<file path="config.mk">
export PLATFORM = sky130hd
export DESIGN_NAME = sliding_median_abs_filter_unit
export DESIGN_NICKNAME = d
export VERILOG_FILES = /design/src/smaf_pkg.sv /design/src/sliding_median_abs_filter_unit.sv
export SDC_FILE = /design/constraint.sdc
export NUM_CORES = 2
export LEC_CHECK = 0
export BUFFER_PORTS_ARGS = -buffer_cell sky130_fd_sc_hd__buf_2
export CORE_ASPECT_RATIO = 1.75
export CORE_MARGIN = 5
export CORE_UTILIZATION = 55
export CTS_BUF_LIST = sky130_fd_sc_hd__clkbuf_2 sky130_fd_sc_hd__clkbuf_4 sky130_fd_sc_hd__clkbuf_8
export CTS_CLUSTER_DIAMETER = 30
export DETAILED_ROUTE_END_ITERATION = 10
export PLACE_DENSITY = 0.71
export SYNTH_ARGS = -nofsm -noshare
export SYNTH_HDL_FRONTEND = slang
export SYNTH_SLANG_ARGS = --single-unit
export TNS_END_PERCENT = 5
</file>
<file path="constraint.sdc">
create_clock -name clk -period 7.75 [get_ports clk]
set_input_delay 0.3875 -clock clk [delete_from_list [all_inputs] [get_ports clk]]
set_output_delay 0.3875 -clock clk [all_outputs]
set_load 0.005 [all_outputs]
</file>
<file path="src/smaf_pkg.sv">
// shared constants and types for the sliding median filter
package smaf_pkg;

    localparam int MAX_WINDOW = 32;
    localparam int SLOT_W     = $clog2(MAX_WINDOW);
    localparam int LEN_W      = SLOT_W + 1;
    localparam int VAL_W      = 16;
    localparam int SAMPLE_W   = 16;

    localparam logic [LEN_W-1:0] WINDOW_RESET = LEN_W'(5);

    // one entry of the sorted list: magnitude and the ring slot it came from
    typedef struct packed {
        logic [VAL_W-1:0]  val;
        logic [SLOT_W-1:0] tag;
    } entry_t;

endpackage

</file>
<file path="src/sliding_median_abs_filter_unit.sv">
// sliding median of absolute values over a configurable window
//
// The block keeps the magnitudes of the last 32 samples as a list sorted in
// ascending order, each entry tagged with the ring slot it was written to.
// A sample beat replaces the oldest entry: one merge pass streams the sorted
// list from one bank of a 64-entry memory into the other, dropping the
// entry whose tag is the slot being overwritten and inserting the new
// magnitude in order. The single shared magnitude compare decides each step.
// While the list streams past, entries whose age is below window_len are
// counted, and the one at count window_len/2 is the median; for an even
// window this is the upper middle value. After reset the block runs a
// clearing pass that fills the list with zeros tagged 0..31, and
// sample_stall stays high meanwhile (configuration writes are taken as ever).
// An item passes from acceptance to a result in the output register
// through one merge step per list entry plus at most one skipped entry,
// then the hand-over to the output, all set by the one read and one
// write port of the list memory. The hand-over waits for as long as the
// previous result is still stalled in the output register. A result waits
// in its output register while the next sample is taken. window_len 0 acts
// as 1 and values above 32 as 32; a new length takes effect at once over
// the stored history.
module sliding_median_abs_filter_unit
    import smaf_pkg::*;
(
    input  logic                       clk,
    input  logic                       rst_n,
    // sample channel
    input  logic signed [SAMPLE_W-1:0] sample,
    input  logic                       sample_valid,
    output logic                       sample_stall,
    // result channel
    output logic        [VAL_W-1:0]    median_abs,
    output logic                       median_abs_valid,
    input  logic                       median_abs_stall,
    // window length register
    input  logic        [LEN_W-1:0]    cfg_data,
    input  logic                       cfg_valid,
    output logic                       cfg_ready
);

    localparam logic [1:0] ST_CLEAR  = 2'd0;
    localparam logic [1:0] ST_IDLE   = 2'd1;
    localparam logic [1:0] ST_MERGE  = 2'd2;
    localparam logic [1:0] ST_FINISH = 2'd3;

    localparam logic [SLOT_W-1:0] LAST_SLOT = SLOT_W'(MAX_WINDOW - 1);
    localparam logic [LEN_W-1:0]  MAX_LEN   = LEN_W'(MAX_WINDOW);

    // control state
    logic [1:0]        state_reg, state_next;
    logic              bank_reg, bank_next;
    logic [LEN_W-1:0]  r_reg, r_next;
    logic [SLOT_W-1:0] w_reg, w_next;
    logic [LEN_W-1:0]  cnt_reg, cnt_next;
    logic              inserted_reg, inserted_next;
    logic [SLOT_W-1:0] oldest_slot_reg, oldest_slot_next;
    logic [LEN_W-1:0]  window_len_reg;
    logic              out_valid_reg, out_valid_next;

    // payload held for the current beat
    logic [LEN_W-1:0]  n_reg, n_next;
    logic [SLOT_W-1:0] ins_slot_reg, ins_slot_next;
    logic [VAL_W-1:0]  new_val_reg, new_val_next;
    logic [VAL_W-1:0]  sel_reg, sel_next;
    logic [VAL_W-1:0]  median_abs_reg, median_abs_next;

    // sorted list memory, two banks
    entry_t            list_mem [2*MAX_WINDOW];
    entry_t            rd_data_reg;
    logic [SLOT_W:0]   rd_addr;
    logic [SLOT_W:0]   wr_addr;
    entry_t            wr_data;
    logic              wr_en;

    logic              in_accept;
    logic [LEN_W-1:0]  n_eff;
    logic [VAL_W-1:0]  mag;
    logic              head_valid;
    logic              skip;
    logic              take_new;
    logic              take_head;
    logic              emit;
    entry_t            emit_entry;
    logic [SLOT_W-1:0] age;
    logic              in_win;

    assign sample_stall     = (state_reg != ST_IDLE);
    assign in_accept        = sample_valid && !sample_stall;
    assign cfg_ready        = 1'b1;
    assign median_abs       = median_abs_reg;
    assign median_abs_valid = out_valid_reg;

    // clamp the window to 1..32
    always_comb
    begin
        if (window_len_reg == '0)
        begin
            n_eff = LEN_W'(1);
        end
        else if (window_len_reg > MAX_LEN)
        begin
            n_eff = MAX_LEN;
        end
        else
        begin
            n_eff = window_len_reg;
        end
    end

    // magnitude, most negative sample maps to 32768
    assign mag = sample[SAMPLE_W-1] ? VAL_W'(-sample) : VAL_W'(sample);

    // merge step decision
    always_comb
    begin
        head_valid = !r_reg[LEN_W-1];
        skip       = (state_reg == ST_MERGE) && head_valid
                     && (rd_data_reg.tag == ins_slot_reg);
        take_new   = (state_reg == ST_MERGE) && !skip && !inserted_reg
                     && (!head_valid || (new_val_reg <= rd_data_reg.val));
        take_head  = (state_reg == ST_MERGE) && !skip && !take_new && head_valid;
        emit       = take_new || take_head;
        if (take_new)
        begin
            emit_entry.val = new_val_reg;
            emit_entry.tag = ins_slot_reg;
        end
        else
        begin
            emit_entry = rd_data_reg;
        end
        // age relative to the newest slot, wraps round the ring
        age    = ins_slot_reg - emit_entry.tag;
        in_win = ({1'b0, age} < n_reg);
        r_next = r_reg + ((skip || take_head) ? LEN_W'(1) : LEN_W'(0));
    end

    // memory port addressing
    always_comb
    begin
        if (state_reg == ST_MERGE)
        begin
            rd_addr = {bank_reg, r_next[SLOT_W-1:0]};
        end
        else
        begin
            rd_addr = {bank_reg, {SLOT_W{1'b0}}};
        end

        if (state_reg == ST_CLEAR)
        begin
            wr_en       = 1'b1;
            wr_addr     = {1'b0, w_reg};
            wr_data.val = '0;
            wr_data.tag = w_reg;
        end
        else
        begin
            wr_en   = emit;
            wr_addr = {!bank_reg, w_reg};
            wr_data = emit_entry;
        end
    end

    // sequencer
    always_comb
    begin
        state_next       = state_reg;
        bank_next        = bank_reg;
        w_next           = w_reg;
        cnt_next         = cnt_reg;
        inserted_next    = inserted_reg;
        oldest_slot_next = oldest_slot_reg;
        out_valid_next   = out_valid_reg;
        n_next           = n_reg;
        ins_slot_next    = ins_slot_reg;
        new_val_next     = new_val_reg;
        sel_next         = sel_reg;
        median_abs_next  = median_abs_reg;

        // result taken downstream
        if (out_valid_reg && !median_abs_stall)
        begin
            out_valid_next = 1'b0;
        end

        unique case (state_reg)
            ST_CLEAR:
            begin
                w_next = w_reg + SLOT_W'(1);
                if (w_reg == LAST_SLOT)
                begin
                    state_next = ST_IDLE;
                end
            end
            ST_IDLE:
            begin
                if (in_accept)
                begin
                    state_next       = ST_MERGE;
                    w_next           = '0;
                    cnt_next         = '0;
                    inserted_next    = 1'b0;
                    n_next           = n_eff;
                    ins_slot_next    = oldest_slot_reg;
                    new_val_next     = mag;
                    oldest_slot_next = oldest_slot_reg + SLOT_W'(1);
                end
            end
            ST_MERGE:
            begin
                if (take_new)
                begin
                    inserted_next = 1'b1;
                end
                if (emit)
                begin
                    w_next = w_reg + SLOT_W'(1);
                    if (in_win)
                    begin
                        cnt_next = cnt_reg + LEN_W'(1);
                        if (cnt_reg == {1'b0, n_reg[LEN_W-1:1]})
                        begin
                            sel_next = emit_entry.val;
                        end
                    end
                    if (w_reg == LAST_SLOT)
                    begin
                        bank_next  = !bank_reg;
                        state_next = ST_FINISH;
                    end
                end
            end
            ST_FINISH:
            begin
                if (!out_valid_reg || !median_abs_stall)
                begin
                    out_valid_next  = 1'b1;
                    median_abs_next = sel_reg;
                    state_next      = ST_IDLE;
                end
            end
            default:
            begin
                state_next = ST_IDLE;
            end
        endcase
    end

    always_ff @(posedge clk or negedge rst_n)
    begin
        if (!rst_n)
        begin
            state_reg       <= ST_CLEAR;
            bank_reg        <= 1'b0;
            r_reg           <= '0;
            w_reg           <= '0;
            cnt_reg         <= '0;
            inserted_reg    <= 1'b0;
            oldest_slot_reg <= '0;
            window_len_reg  <= WINDOW_RESET;
            out_valid_reg   <= 1'b0;
        end
        else
        begin
            state_reg       <= state_next;
            bank_reg        <= bank_next;
            r_reg           <= in_accept ? '0 : r_next;
            w_reg           <= w_next;
            cnt_reg         <= cnt_next;
            inserted_reg    <= inserted_next;
            oldest_slot_reg <= oldest_slot_next;
            out_valid_reg   <= out_valid_next;
            if (cfg_valid && cfg_ready)
            begin
                window_len_reg <= cfg_data;
            end
        end
    end

    // payload registers
    always_ff @(posedge clk)
    begin
        n_reg          <= n_next;
        ins_slot_reg   <= ins_slot_next;
        new_val_reg    <= new_val_next;
        sel_reg        <= sel_next;
        median_abs_reg <= median_abs_next;
    end

    // sorted list memory
    always_ff @(posedge clk)
    begin
        if (wr_en)
        begin
            list_mem[wr_addr] <= wr_data;
        end
        rd_data_reg <= list_mem[rd_addr];
    end

    // read pointer runs at most one entry ahead of or behind the write pointer
    assert property (@(posedge clk) disable iff (!rst_n)
        (state_reg == ST_MERGE) |-> (r_reg <= ({1'b0, w_reg} + LEN_W'(1))))
        else $error("read pointer too far ahead of write pointer");

    assert property (@(posedge clk) disable iff (!rst_n)
        (state_reg == ST_MERGE) |-> ((r_reg + LEN_W'(1)) >= {1'b0, w_reg}))
        else $error("write pointer too far ahead of read pointer");

    // every slot of the window was seen exactly once in the merge
    assert property (@(posedge clk) disable iff (!rst_n)
        (state_reg == ST_FINISH) |-> (cnt_reg == n_reg))
        else $error("window count differs from window length");

    // the new magnitude was placed in the list
    assert property (@(posedge clk) disable iff (!rst_n)
        (state_reg == ST_FINISH) |-> inserted_reg)
        else $error("merge ended without inserting the new value");

endmodule

</file>
==> metrics.cfg <==
[synth]
ys_seq_elements = 1457
synthAdderAreaFrac_pct = 0.798
ys_types = 75
synth-compound-area-share_pct = 4.45
async_flop_share_pct = 2.26
synth_xor_area_share_pct = 0.550
ys.warnings.count = 0
post_synth.cell_area_avg_um2 = 16.9
synthesis.nets = 3543
synth_area_mm2 = 0.0589
ys.flop_type = edfxtp_1
synth_top_family_by_area = multiplexers
synthSimpleGateAreaFrac_pct = 7.21
synthCells = 3479
synthMuxAreaShare_pct = 11.4
synth-edff-count = 1403
synth-seq-area-share_pct = 73.6

[timing]
fin_skew_ns = 0.0446
min_period_ns = 6.67
fin_setup_tns_ns = 0
rsz0062_at_grt = false
worst_pin_slew_ns = 1.28
fmax_mhz = 150
slew_headroom_pct = 14.4
final-hold-violation-count = 0
setup_viol = 0
period_share_pct = 86.1
slew_viol_final = 0

[setup_path]
path_delay_family = compound AO/OA/AOI/OAI gates
crit_chain = inv_1, ha_1, nand4_1, nor4_1, o21ai_0, a31oi_4, nor2_4, nor3_1, ha_4, ha_1, xor2_1, nand2_4, buf_12, buf_12, mux4_2, mux2i_1, a2111oi_1, or4_1
cp-end-kind = flop
slowest_delay_ns = 1.08
critPathArrivalTime_ns = 7.52
crit_slowest_cell = a2111oi_1
worstPathRequired_ns = 8.60
critPathBufInv = 3
critPathMaxFanout = 75
reg2reg_slack_ns = 1.08
crit_path_start_kind = flop
path_class = flop to flop

[clock_tree]
clkLatencyLatePin_ns = 0.91
holdBufCountCts = 40
cts_tree = built
cts_num_sinks = 1457
cts_setup_buffers = 0
cts_buffers = 192
clock_path_buffers = 3
h-tree-depth = 4
cts_resized = 0
cts-root-buf = clkbuf_8
path_clk_slew_ns = 0.07

[global_routing]
antenna_found_initial = 11
grt_start_max_net_pins = 195
grt_pass1_wl_mm = 220
grt_pass1_vias = 33176
track_usage_pct = 26.3
overflow = 0

[power_and_ir_drop]
fin_total_pwr_mw = 23.2
power.leakage_nw = 21.9
p_per_area_mw_per_mm2 = 352
peakVddDrop_v = 0.000445

[cells_and_area]
regArea_mm2 = 0.0434
drive_gt1_share_pct = 21.3
largest_register_ffs = 1344
synthToLayoutAreaGrowth_pct = 12.1
multiInputGateArea_mm2 = 0.0152
fillCellCount = 7359
final_cell_area_mm2 = 0.0661
fin_nets = 3725
fin_cells = 5188

[placed_design]
portBuffers = 44
place_congestion = 0.848
dpl.cell_count = 4795
post_dp_cell_area_mm2 = 0.0617
place_hpwl_mm = 88.2

[route]
vias = 32857
wl_per_cell_um = 29.2
totalWireLength_mm = 151
drt_iter0_drc = 3543
drtPass1Iterations = 8
antenna_left = 0
remaining_drc_errors = 0
vias_per_cell = 6.33

[hold_path]
hold_class = primary input to flop

[floorplan]
initial_core_util_pct = 55.2
die_height_um = 443
dieArea_mm2 = 0.114
io_pins = 46
num_rows = 159
core-area_mm2 = 0.107
die_w_um = 257

[flow_run]
drv_cap = 0

[status]
status = completed

per-layer routing:
| layer | vias up | share of wire, % | global-route usage, % |
|---|---|---|---|
| li1 | 14107 | - | - |
| met1 | 16770 | 34 | 31.1 |
| met2 | 1591 | 51 | 45.1 |
| met3 | 387 | 7.6 | 4.82 |
| met4 | 2 | 6.9 | 15.8 |
| met5 | - | 0.0086 | 0 |
cells in the mapped netlist (all sizes together), types with 2 or more instances:
library cell  number  area, um2
edfxtp          1403      42100
mux2i            260       2610
nor2             252        948
o21ai            236       1180
nand3b           172       1300
mux4             168       3780
nor3             139        696
nand2            128        488
clkbuf           112        422
buf              104        602
a21oi             56        280
a2111oi           46        428
o22ai             42        263
ha                36        450
inv               35        131
dfrtp             31        776
mux2              29        327
or4               25        191
xnor2             23        201
dfxtp             21        420
o31ai             21        171
nand2b            16        115
nand3             15       80.1
or4b              15        150
nor2b             14       87.6
xor2              14        123
nor4              11       68.8
nand4              6       37.5
a211oi             5       42.5
a21o               5       38.8
a21boi             3       22.5
a31oi              3       33.8
and2               3       18.8
and3               2       12.5
dfstp              2       52.6
o221a              2       22.5
o41ai              2       17.5
or3                2       12.5
or3b               2       17.5
metrics by stage:
stage / util, % / hold slack (ns) / setup WS, ns
floorplan: - / 0.0919 / 1.40
global placement: 57.7 / 0.401 / 1.04
detailed placement: 57.8 / 0.406 / 1.29
CTS: 61.8 / 0.00422 / 1.27
global route: 61.8 / 0.0867 / 0.736
finish: 61.8 / 0.0967 / 1.08
path summary, 6_finish.rpt:
path,start,end,cells past startpoint
max,rd_data_reg[14]$_DFF_P_,rd_data_reg[11]$_DFF_P_,18
min,sample[15],new_val_reg[6]$_DFFE_PP_,3
max reg2reg,rd_data_reg[14]$_DFF_P_,rd_data_reg[11]$_DFF_P_,18
min reg2reg,sel_reg[8]$_DFFE_PP_,median_abs[8]$_DFFE_PP_,0
max in group asynchronous,rst_n,cnt_reg[5]$_DFFE_PN0P_,2
min in group asynchronous,rst_n,oldest_slot_reg[3]$_DFFE_PN0P_,2
layout by cell type, fill, tap and decap left out, types with 15 or more instances in the layout:
master,n
or4b_2,15
a2111oi_0,24
dlygate4sd3_1,40
clkbuf_8,197
or4_1,24
buf_4,111
inv_1,35
ha_1,33
xnor2_1,23
mux4_2,168
nand3b_1,171
dfrtp_1,31
mux2_2,28
clkbuf_4,39
o21ai_0,230
o22ai_1,42
nor3_1,138
nor2_4,40
clkinv_2,30
nor2_2,23
dfxtp_1,21
buf_2,44
mux2i_1,259
nor2_1,189
nand2_1,124
edfxtp_1,1403
clkinv_1,42
a21oi_1,56
o31ai_4,16
power by group:
group | internal, mW | switching [mW]
combinational | 1.89 | 4.62
clock | 3.05 | 2.84
sequential | 10.6 | 0.191
total | 15.6 | 7.65
worst reg2reg max path: stages, from the launching register on:
cell and delay, ns:
dfxtp_1 0.39, inv_1 0.11, ha_1 0.30, nand4_1 0.14
nor4_1 0.58, o21ai_0 0.40, a31oi_4 0.63, nor2_4 0.09
nor3_1 0.27, ha_4 0.19, ha_1 0.21, xor2_1 0.39
nand2_4 0.42, buf_12 0.40, buf_12 0.30, mux4_2 0.42
mux2i_1 0.07, a2111oi_1 1.08, or4_1 0.23
area by class of cell:
type / instances / share of cell area (%)
Clock inverter: 109 / 1.43
Multi-Input combinational cell: 1771 / 23.1
Inverter: 35 / 0.199
Antenna cell: 8 / 0.0303
Clock buffer: 236 / 4.55
Tap cell: 1368 / 2.59
Sequential cell: 1457 / 65.7
Timing Repair Buffer: 204 / 2.47
cells by family after synthesis:
family / after synthesis
flip-flops: 1457
AND/OR/NAND/NOR: 805
multiplexers: 457
AO/OA/AOI/OAI: 434
buffers and inverters: 251
adder cells (fa/ha/maj): 37
XOR/XNOR: 37
other: 1
Note: power is estimated with default switching activity, not from simulation.
